`config.mk`:
```
export PLATFORM = sky130hd
export DESIGN_NAME = multiplexed_seven_segment_driver
export DESIGN_NICKNAME = d
export VERILOG_FILES = /design/src/rtl/mssd_pkg.sv /design/src/rtl/mssd_csr.sv /design/src/rtl/mssd_datapath.sv /design/src/rtl/mssd_ctrl.sv /design/src/rtl/multiplexed_seven_segment_driver.sv
export SDC_FILE = /design/constraint.sdc
export NUM_CORES = 1
export LEC_CHECK = 0
export BUFFER_PORTS_ARGS = -buffer_cell sky130_fd_sc_hd__buf_2
export CORE_ASPECT_RATIO = 1.5
export CORE_MARGIN = 3
export CORE_UTILIZATION = 30
export DETAILED_ROUTE_END_ITERATION = 7
export GPL_TIMING_DRIVEN = 0
export MAX_ROUTING_LAYER = met4
export PLACE_DENSITY = 0.44
export SKIP_CTS_REPAIR_TIMING = 1
export SLEW_MARGIN = 20
export SYNTH_ARGS = -nofsm -noshare
export SYNTH_HDL_FRONTEND = slang
export SYNTH_HIERARCHICAL = 1
export SYNTH_SLANG_ARGS = --single-unit
export TNS_END_PERCENT = 30
```
`constraint.sdc`:
```
create_clock -name clock -period 11.1 [get_ports clock]
set_clock_uncertainty 0.15 [all_clocks]
set_input_delay 2.22 -clock clock [delete_from_list [all_inputs] [get_ports clock]]
set_output_delay 2.22 -clock clock [all_outputs]
set_load 0.005 [all_outputs]
```
`src/rtl/mssd_pkg.sv`:
```
// Shared types and constants of the multiplexed seven-segment driver.
// Used by the register block, controller, datapath and top level.
package mssd_pkg;

   // Number of digits on the display (1 to 4)
   localparam int DIGITS = 4;
   localparam int WORD_W = 8 * DIGITS;
   localparam int DIGIT_IDX_W = (DIGITS > 1) ? $clog2(DIGITS) : 1;

   // Enable pins and scan counter widths are fixed by the pin-out
   localparam int EN_W = 4;
   localparam int SCAN_W = 5;

   // Reciprocal of ten for a 15-bit dividend: q = (v * QUOT_MUL) >> QUOT_SHIFT
   localparam logic [15:0] QUOT_MUL = 16'd52429;
   localparam int QUOT_SHIFT = 19;

   // Register file geometry
   localparam int CSR_DATA_W = 64;
   localparam int CSR_ADDR_W = 6;

   typedef enum logic [2:0] {
      REG_PAT_LO     = 3'd0,
      REG_PAT_HI     = 3'd1,
      REG_WIRING     = 3'd2,
      REG_INVERT     = 3'd3,
      REG_BRIGHTNESS = 3'd4
   } reg_index_type;

   localparam logic [23:0] WIRING_RESET = 24'hFAC688;
   localparam logic [3:0] BRIGHTNESS_RESET = 4'hF;

   typedef enum logic [1:0] {
      KIND_SET   = 2'd0,
      KIND_CLEAR = 2'd1,
      KIND_TICK  = 2'd2
   } kind_type;

   typedef struct packed {
      logic [63:0] pat_lo;
      logic [15:0] pat_hi;
      logic [23:0] wiring;
      logic        invert;
      logic [3:0]  brightness;
   } cfg_type;

   typedef struct packed {
      logic start_set;
      logic step_digit;
      logic clear_word;
      logic advance_scan;
      logic load_bit;
      logic load_end;
   } cmd_type;

   typedef struct packed {
      logic conv_stop;
      logic scan_digit;
      logic bits_done;
   } status_type;

endpackage

```
`src/rtl/mssd_csr.sv`:
```
// Configuration registers of the seven-segment driver behind an APB-style port.
// Depends on mssd_pkg for the register map and the configuration struct.
module mssd_csr (
   input  logic                            clock,
   input  logic                            reset,
   input  logic                            csr_psel,
   input  logic                            csr_penable,
   input  logic                            csr_pwrite,
   input  logic [mssd_pkg::CSR_ADDR_W-1:0] csr_paddr,
   input  logic [mssd_pkg::CSR_DATA_W-1:0] csr_pwdata,
   output logic [mssd_pkg::CSR_DATA_W-1:0] csr_prdata,
   output logic                            csr_pready,
   output mssd_pkg::cfg_type               cfg
);
   import mssd_pkg::*;

   cfg_type cfg_ff;
   cfg_type cfg_in;
   logic [2:0] reg_sel;
   logic write_en;

   assign csr_pready = 1'b1;
   assign reg_sel = csr_paddr[5:3];
   assign write_en = csr_psel && csr_penable && csr_pwrite;
   assign cfg = cfg_ff;

   // Decode the write word into the selected register
   always_comb begin
      cfg_in = cfg_ff;
      if (write_en) begin
         unique case (reg_sel)
            REG_PAT_LO:     cfg_in.pat_lo = csr_pwdata;
            REG_PAT_HI:     cfg_in.pat_hi = csr_pwdata[15:0];
            REG_WIRING:     cfg_in.wiring = csr_pwdata[23:0];
            REG_INVERT:     cfg_in.invert = csr_pwdata[0];
            REG_BRIGHTNESS: cfg_in.brightness = csr_pwdata[3:0];
            default:        cfg_in = cfg_ff;
         endcase
      end
   end

   always_ff @(posedge clock) begin
      if (reset) begin
         cfg_ff.pat_lo <= '0;
         cfg_ff.pat_hi <= '0;
         cfg_ff.wiring <= WIRING_RESET;
         cfg_ff.invert <= 1'b0;
         cfg_ff.brightness <= BRIGHTNESS_RESET;
      end else begin
         cfg_ff <= cfg_in;
      end
   end

   // Read back the selected register
   always_comb begin
      unique case (reg_sel)
         REG_PAT_LO:     csr_prdata = cfg_ff.pat_lo;
         REG_PAT_HI:     csr_prdata = {48'd0, cfg_ff.pat_hi};
         REG_WIRING:     csr_prdata = {40'd0, cfg_ff.wiring};
         REG_INVERT:     csr_prdata = {63'd0, cfg_ff.invert};
         REG_BRIGHTNESS: csr_prdata = {60'd0, cfg_ff.brightness};
         default:        csr_prdata = '0;
      endcase
   end

endmodule

```
`src/rtl/mssd_datapath.sv`:
```
// Datapath of the seven-segment driver: digit conversion, display word,
// scan counter and the result word register. Depends on mssd_pkg.
module mssd_datapath (
   input  logic                 clock,
   input  logic                 reset,
   input  mssd_pkg::cfg_type    cfg,
   input  mssd_pkg::cmd_type    cmd,
   output mssd_pkg::status_type status,
   input  logic [14:0]          req_number_value,
   input  logic [1:0]           req_min_digits,
   input  logic [2:0]           req_point_position,
   output logic                 rsp_bit_valid,
   output logic                 rsp_serial_bit,
   output logic [3:0]           rsp_digit_enables,
   output logic                 rsp_last
);
   import mssd_pkg::*;

   // Move raw segment bit b to the bit position its wiring field names
   function automatic logic [7:0] rewire(input logic [7:0] raw, input logic [23:0] map);
      logic [7:0] res;
      res = '0;
      for (int b = 0; b < 8; b++) begin
         if (raw[b]) begin
            res[map[3*b +: 3]] = 1'b1;
         end
      end
      return res;
   endfunction

   logic [WORD_W-1:0]      word_ff, word_in;
   logic [SCAN_W-1:0]      scan_ff, scan_in;
   logic [14:0]            value_ff, value_in;
   logic [1:0]             min_ff, min_in;
   logic [DIGIT_IDX_W-1:0] digit_ff, digit_in;
   logic [3:0]             bitcnt_ff, bitcnt_in;
   logic                   bit_valid_ff, bit_valid_in;
   logic                   serial_ff, serial_in;
   logic [EN_W-1:0]        en_ff, en_in;
   logic                   last_ff, last_in;

   logic [30:0]       prod;
   logic [11:0]       quot;
   logic [14:0]       tens;
   logic [3:0]        rem;
   logic [7:0]        pattern;
   logic [7:0]        seg_byte;
   logic [WORD_W-1:0] point_mask;
   logic [5:0]        scan_limit;
   logic [7:0]        cur_byte;
   logic [EN_W-1:0]   idle_en;
   logic [EN_W-1:0]   slot_en;

   // Divide the remaining value by ten and find the ones digit
   assign prod = 31'(value_ff) * 31'(QUOT_MUL);
   assign quot = prod[30:QUOT_SHIFT];
   assign tens = 15'({quot, 3'b000}) + 15'({quot, 1'b0});
   assign rem = 4'(value_ff - tens);

   // Look the digit up in the pattern table
   always_comb begin
      unique case (rem)
         4'd0:    pattern = cfg.pat_lo[7:0];
         4'd1:    pattern = cfg.pat_lo[15:8];
         4'd2:    pattern = cfg.pat_lo[23:16];
         4'd3:    pattern = cfg.pat_lo[31:24];
         4'd4:    pattern = cfg.pat_lo[39:32];
         4'd5:    pattern = cfg.pat_lo[47:40];
         4'd6:    pattern = cfg.pat_lo[55:48];
         4'd7:    pattern = cfg.pat_lo[63:56];
         4'd8:    pattern = cfg.pat_hi[7:0];
         4'd9:    pattern = cfg.pat_hi[15:8];
         default: pattern = '0;
      endcase
   end

   assign seg_byte = rewire(pattern, cfg.wiring);

   // Stop after the last display digit, or once the rest is zero past the minimum
   assign status.conv_stop = (quot == '0 && 32'(min_ff) <= 32'(digit_ff))
                          || (32'(digit_ff) == DIGITS - 1);

   // Decimal point bit of the requested digit
   always_comb begin
      point_mask = '0;
      for (int d = 0; d < DIGITS; d++) begin
         point_mask[8*d + 3] = (req_point_position == 3'(d + 1));
      end
   end

   // Scan slot bookkeeping
   assign scan_limit = 6'(DIGITS - 1) + {2'b00, ~cfg.brightness};
   assign status.scan_digit = (32'(scan_ff) < DIGITS);
   assign status.bits_done = bitcnt_ff[3];

   always_comb begin
      cur_byte = '0;
      slot_en = '0;
      for (int d = 0; d < DIGITS; d++) begin
         if (32'(scan_ff) == d) begin
            cur_byte = word_ff[8*d +: 8];
            slot_en[d] = 1'b1;
         end
      end
   end

   assign idle_en = {EN_W{cfg.invert}};

   // Next state of the datapath registers
   always_comb begin
      word_in = word_ff;
      scan_in = scan_ff;
      value_in = value_ff;
      min_in = min_ff;
      digit_in = digit_ff;
      bitcnt_in = bitcnt_ff;
      bit_valid_in = bit_valid_ff;
      serial_in = serial_ff;
      en_in = en_ff;
      last_in = last_ff;

      if (cmd.start_set) begin
         word_in = point_mask;
         value_in = req_number_value;
         min_in = req_min_digits;
         digit_in = '0;
      end
      if (cmd.step_digit) begin
         for (int d = 0; d < DIGITS; d++) begin
            if (32'(digit_ff) == d) begin
               word_in[8*d +: 8] = word_ff[8*d +: 8] | seg_byte;
            end
         end
         value_in = 15'(quot);
         digit_in = digit_ff + 1'b1;
      end
      if (cmd.clear_word) begin
         word_in = '0;
      end
      if (cmd.advance_scan) begin
         scan_in = ({1'b0, scan_ff} > scan_limit) ? '0 : scan_ff + 1'b1;
         bitcnt_in = '0;
      end
      if (cmd.load_bit) begin
         bit_valid_in = 1'b1;
         serial_in = cur_byte[bitcnt_ff[2:0]] ^ cfg.invert;
         en_in = idle_en;
         last_in = 1'b0;
         bitcnt_in = bitcnt_ff + 1'b1;
      end
      if (cmd.load_end) begin
         bit_valid_in = 1'b0;
         serial_in = 1'b0;
         en_in = idle_en ^ (status.scan_digit ? slot_en : '0);
         last_in = 1'b1;
      end
   end

   always_ff @(posedge clock) begin
      if (reset) begin
         word_ff <= '0;
         scan_ff <= '0;
      end else begin
         word_ff <= word_in;
         scan_ff <= scan_in;
      end
      value_ff <= value_in;
      min_ff <= min_in;
      digit_ff <= digit_in;
      bitcnt_ff <= bitcnt_in;
      bit_valid_ff <= bit_valid_in;
      serial_ff <= serial_in;
      en_ff <= en_in;
      last_ff <= last_in;
   end

   assign rsp_bit_valid = bit_valid_ff;
   assign rsp_serial_bit = serial_ff;
   assign rsp_digit_enables = en_ff;
   assign rsp_last = last_ff;

endmodule

```
`src/rtl/mssd_ctrl.sv`:
```
// Controller of the seven-segment driver: sequences conversion and scan output
// and owns the handshakes. Depends on mssd_pkg for command and status structs.
module mssd_ctrl (
   input  logic                 clock,
   input  logic                 reset,
   input  logic                 req_valid,
   output logic                 req_ready,
   input  logic [1:0]           req_kind,
   output logic                 rsp_valid,
   input  logic                 rsp_ready,
   input  mssd_pkg::status_type status,
   output mssd_pkg::cmd_type    cmd
);
   import mssd_pkg::*;

   typedef enum logic [1:0] {
      ST_IDLE,
      ST_CONVERT,
      ST_EMIT
   } state_type;

   state_type state_ff, state_in;
   logic rsp_valid_ff, rsp_valid_in;
   logic slot_free;

   assign slot_free = !rsp_valid_ff || rsp_ready;
   assign req_ready = (state_ff == ST_IDLE);
   assign rsp_valid = rsp_valid_ff;

   always_comb begin
      cmd = '0;
      state_in = state_ff;
      rsp_valid_in = rsp_valid_ff && !rsp_ready;
      unique case (state_ff)
         ST_IDLE: begin
            // Take a word and dispatch on its kind
            if (req_valid) begin
               unique case (req_kind)
                  KIND_SET: begin
                     cmd.start_set = 1'b1;
                     state_in = ST_CONVERT;
                  end
                  KIND_CLEAR: begin
                     cmd.clear_word = 1'b1;
                  end
                  KIND_TICK: begin
                     cmd.advance_scan = 1'b1;
                     state_in = ST_EMIT;
                  end
                  default: begin
                     state_in = ST_IDLE;
                  end
               endcase
            end
         end
         ST_CONVERT: begin
            // One decimal digit per cycle
            cmd.step_digit = 1'b1;
            if (status.conv_stop) begin
               state_in = ST_IDLE;
            end
         end
         ST_EMIT: begin
            // Load the next result word once the output register is free
            if (slot_free) begin
               rsp_valid_in = 1'b1;
               if (status.scan_digit && !status.bits_done) begin
                  cmd.load_bit = 1'b1;
               end else begin
                  cmd.load_end = 1'b1;
                  state_in = ST_IDLE;
               end
            end
         end
         default: begin
            state_in = ST_IDLE;
         end
      endcase
   end

   always_ff @(posedge clock) begin
      if (reset) begin
         state_ff <= ST_IDLE;
         rsp_valid_ff <= 1'b0;
      end else begin
         state_ff <= state_in;
         rsp_valid_ff <= rsp_valid_in;
      end
   end

endmodule

```
`src/rtl/multiplexed_seven_segment_driver.sv`:
```
// Multiplexed seven-segment display driver, top level.
// Instantiates mssd_csr, mssd_ctrl and mssd_datapath; depends on mssd_pkg.
//
// Input channel (req_*): one word per item. Kind set converts number_value
// into up to four decimal digits, one digit per cycle, and stores their
// rewired segment patterns plus an optional decimal point. Kind clear
// blanks the display. Kind tick advances the scan counter, which also
// walks through 16 - brightness dimming slots.
// Output channel (rsp_*): a tick in a digit slot yields nine words, eight
// serial data bits least significant first and then one word that enables
// the digit with last set; a tick in a dimming slot yields one last word.
// With the receiver always ready, a digit tick first advances the scan and
// then one result word per cycle leaves the output register.
// A stalled receiver holds the output register and the controller waits;
// no new item is taken until the current one has loaded its last word.
// Configuration registers sit on the csr_* port at byte address 8 * index.
// Reset clears the display word and scan counter and restores register
// defaults (identity wiring, full brightness, no inversion).
module multiplexed_seven_segment_driver (
   input  logic                            clock,
   input  logic                            reset,
   input  logic                            req_valid,
   output logic                            req_ready,
   input  logic [1:0]                      req_kind,
   input  logic [14:0]                     req_number_value,
   input  logic [1:0]                      req_min_digits,
   input  logic [2:0]                      req_point_position,
   output logic                            rsp_valid,
   input  logic                            rsp_ready,
   output logic                            rsp_bit_valid,
   output logic                            rsp_serial_bit,
   output logic [3:0]                      rsp_digit_enables,
   output logic                            rsp_last,
   input  logic                            csr_psel,
   input  logic                            csr_penable,
   input  logic                            csr_pwrite,
   input  logic [mssd_pkg::CSR_ADDR_W-1:0] csr_paddr,
   input  logic [mssd_pkg::CSR_DATA_W-1:0] csr_pwdata,
   output logic [mssd_pkg::CSR_DATA_W-1:0] csr_prdata,
   output logic                            csr_pready
);
   import mssd_pkg::*;

   cfg_type    cfg;
   cmd_type    cmd;
   status_type status;

   mssd_csr u_csr (
      .clock       (clock),
      .reset       (reset),
      .csr_psel    (csr_psel),
      .csr_penable (csr_penable),
      .csr_pwrite  (csr_pwrite),
      .csr_paddr   (csr_paddr),
      .csr_pwdata  (csr_pwdata),
      .csr_prdata  (csr_prdata),
      .csr_pready  (csr_pready),
      .cfg         (cfg)
   );

   mssd_ctrl u_ctrl (
      .clock     (clock),
      .reset     (reset),
      .req_valid (req_valid),
      .req_ready (req_ready),
      .req_kind  (req_kind),
      .rsp_valid (rsp_valid),
      .rsp_ready (rsp_ready),
      .status    (status),
      .cmd       (cmd)
   );

   mssd_datapath u_datapath (
      .clock              (clock),
      .reset              (reset),
      .cfg                (cfg),
      .cmd                (cmd),
      .status             (status),
      .req_number_value   (req_number_value),
      .req_min_digits     (req_min_digits),
      .req_point_position (req_point_position),
      .rsp_bit_valid      (rsp_bit_valid),
      .rsp_serial_bit     (rsp_serial_bit),
      .rsp_digit_enables  (rsp_digit_enables),
      .rsp_last           (rsp_last)
   );

endmodule

```
==> impl_metrics.tcl <==
set metrics [dict create \
    fin_setup_tns_ns 0 \
    critPathLaunchType "flip-flop" \
    setup_viol 0 \
    die_y_um 274 \
    place_hpwl_um 44600 \
    drc 0 \
    min_period_over_period_pct 90.9 \
    nets 2123 \
    ys.flop_type "dfxtp_1" \
    timing.slew.headroom_pct 21.6 \
    grt_pass1_wl_um 81900 \
    io_buffers 168 \
    met1_usage_pct 23.2 \
    grt_max_degree 17 \
    holdWs_ns 0.305 \
    syn_to_final_growth_pct 14.9 \
    status "finished clean" \
    slowest_delay_ns 0.79 \
    antenna_found_initial 4 \
    fin_crit_ns 10.09 \
    insertion_delay_ns 0.46 \
    gr-max-usage-layer "met2" \
    grt_overflow 0 \
    clk_pin_slew_ns 0.08 \
    syn_area_um2 14400 \
    grt_util_met3_pct 2.61 \
    rsz0062_at_grt "no" \
    cts-root-buf "clkbuf_16" \
    slowest_stage "o41ai_1" \
    dr_total_vias 12800 \
    gp_congestion 0.889 \
    cts_tree "built" \
    crit_fanout 10 \
    fmax_mhz 99.2 \
    io_pins 173 \
    crit_family "adder cells" \
    drtPass1Iterations 5 \
    async_flop_share_pct 0 \
    report.final.slew_viol_count 0 \
    cts_buffer_depth 2 \
    coreArea_um2 47100 \
    ys_seq_area_share_pct 26.6 \
    worstPathArrival_ns 10.30 \
    grt_util_met2_pct 41.4 \
    ant_nets 0 \
    ys_ff_latch 179 \
    synthCells 1647 \
    cts_buffers 17 \
    avgRoutedWirePerCell_um 22.2 \
    grt_pass1_vias 13200 \
    tightest_slew_ns 1.17 \
    endpoint_kind "flip-flop" \
    critical_path_class "reg2reg" \
    critPathBufInv 7 \
    cp.required_ns 11.31 \
    drt-vias-per-instance 5.25 \
    synth_cell_types 94 \
    hold_violations 0 \
    initial_core_util_pct 30.6 \
    drtIter0Drc 789 \
    cts_sinks 179 \
    hold_path.class "reg2reg" \
    die_w_um 185 \
    htree_levels 4 \
    synth_nets 1936 \
    crit_top_cell "inv_1" \
    die-area_um2 50700 \
    grt_usage_pct 22.1 \
    drive_above_1_share_pct 16.2 \
    avgSynthCellArea_um2 8.74 \
    rows 97 \
    yosysWarningCount 6 \
    wl_um 54200 \
    maxCapViolations 0 \
    synth-edff-count 24 \
]
==> cells in the mapped netlist (10+ instances only) <==
master / number / area share [%]
edfxtp_1: 24 / 5.0
nand2b_1: 44 / 1.9
nand3_1: 87 / 3.0
o21ai_0: 109 / 3.8
and2_1: 48 / 2.1
a2bb2oi_1: 12 / 0.73
dfxtp_1: 155 / 22
mux2_2: 13 / 1.0
a21oi_1: 111 / 3.9
a32o_1: 14 / 0.97
buf_4: 12 / 0.63
nor3_1: 21 / 0.73
xor2_1: 22 / 1.3
nor2_1: 109 / 2.8
xnor2_1: 21 / 1.3
mux2i_1: 78 / 5.4
clkbuf_1: 49 / 1.3
nor2b_1: 32 / 1.4
a21o_1: 13 / 0.68
mux4_2: 14 / 2.2
nand4_1: 11 / 0.48
fa_1: 55 / 7.6
ha_1: 135 / 12
inv_1: 118 / 3.1
a22oi_1: 10 / 0.52
nand2_1: 105 / 2.7
buf_2: 24 / 0.83
o21ai_1: 10 / 0.35
==> state kept, by name, indices dropped and copies added (netlist names) <==
name and count:
u_csr/cfg 109, u_datapath/rsp_bit_valid 1, u_ctrl/rsp_valid 1, u_datapath/rsp_serial_bit 1, u_datapath/bitcnt_ff 4, u_datapath/value_ff 15, u_datapath/rsp_last 1, u_datapath/digit_ff 2
u_datapath/word_ff 32, u_datapath/min_ff 2, u_datapath/scan_ff 5, u_ctrl/state_ff 2, u_datapath/rsp_digit_enables 4
==> path summary, 6_finish.rpt <==
check / start / to / slack, ns / depth (start not counted)
worst max-delay path: u_datapath/value_ff[6]$_DFFE_PP_ / u_datapath/word_ff[8]$_SDFF_PP0_ / 1.01 / 29
worst min-delay path: u_datapath/word_ff[2]$_SDFF_PP0_ / u_datapath/word_ff[2]$_SDFF_PP0_ / 0.30 / 2
worst max register to register: u_datapath/value_ff[6]$_DFFE_PP_ / u_datapath/word_ff[8]$_SDFF_PP0_ / 1.01 / 29
worst min register to register: u_datapath/word_ff[2]$_SDFF_PP0_ / u_datapath/word_ff[2]$_SDFF_PP0_ / 0.30 / 2
==> layout make-up <==
class	count	area [µm²]
Fill cell	5025	30500
Timing Repair Buffer	168	841
Multi-Input combinational cell	1252	9630
Inverter	118	443
Antenna cell	4	10.0
Sequential cell	179	3820
Clock inverter	11	97.6
Buffer	98	509
Tap cell	594	743
Clock buffer	21	450
==> layout by cell type (no fill, tap or decap), drive strengths merged, types with 11 or more instances in the layout <==
master and count:
nor2 114, xnor2 22, and2 48, fa 55
dfxtp 155, xor2 22, nand3 87, o21ai 120
nor3 22, nand4 11, mux2 13, inv 121
a21oi 112, or2 11, buf 212, a21o 14
mux4 14, edfxtp 24, nand2 107, clkbuf 73
a32o 14, ha 135, mux2i 78, nor2b 32
a2bb2oi 12, nand2b 44
==> per-stage QoR <==
| step | cells | utilization [%] | cell area [µm²] | worst slack [ns] |
|---|---|---|---|---|
| 2_1_floorplan | 1647 | - | 14400 | 3.22 |
| 3_3_place_gp | 2409 | 33.9 | 16000 | 1.06 |
| 3_5_place_dp | 2409 | 33.9 | 16000 | 1.07 |
| 4_1_cts | 2441 | 35.1 | 16500 | 1.03 |
| 5_1_grt | 2445 | 35.1 | 16500 | 0.425 |
| 6_report | 2445 | 35.1 | 16500 | 1.01 |
==> per-layer routing <==
layer  wire [µm]  up-vias
li1            -     6215
met1       20700     6187
met2       29500      356
met3        1780       85
met4        2090        0
met5           0        -
==> tightest hold or removal path, stage by stage (launching register included) <==
cell and delay, ns:
dfxtp_1 0.31, nand2_1 0.05, a21oi_1 0.05
==> kinds of logic (layout without fill, tap and decap cells) <==
logic type	count (synthesis)	in the layout	share of synthesized area (%)
AO/OA/AOI/OAI	378	378	16.6
flip-flops	179	179	26.6
multiplexers	105	105	8.63
other	1	5	0.0260
buffers and inverters	216	416	6.61
adder cells (fa/ha/maj)	190	190	19.4
AND/OR/NAND/NOR	533	533	19.3
XOR/XNOR	45	45	2.88
Power is not shown: default switching activity piles up to over one toggle a cycle in this logic, so the estimate is an artifact.
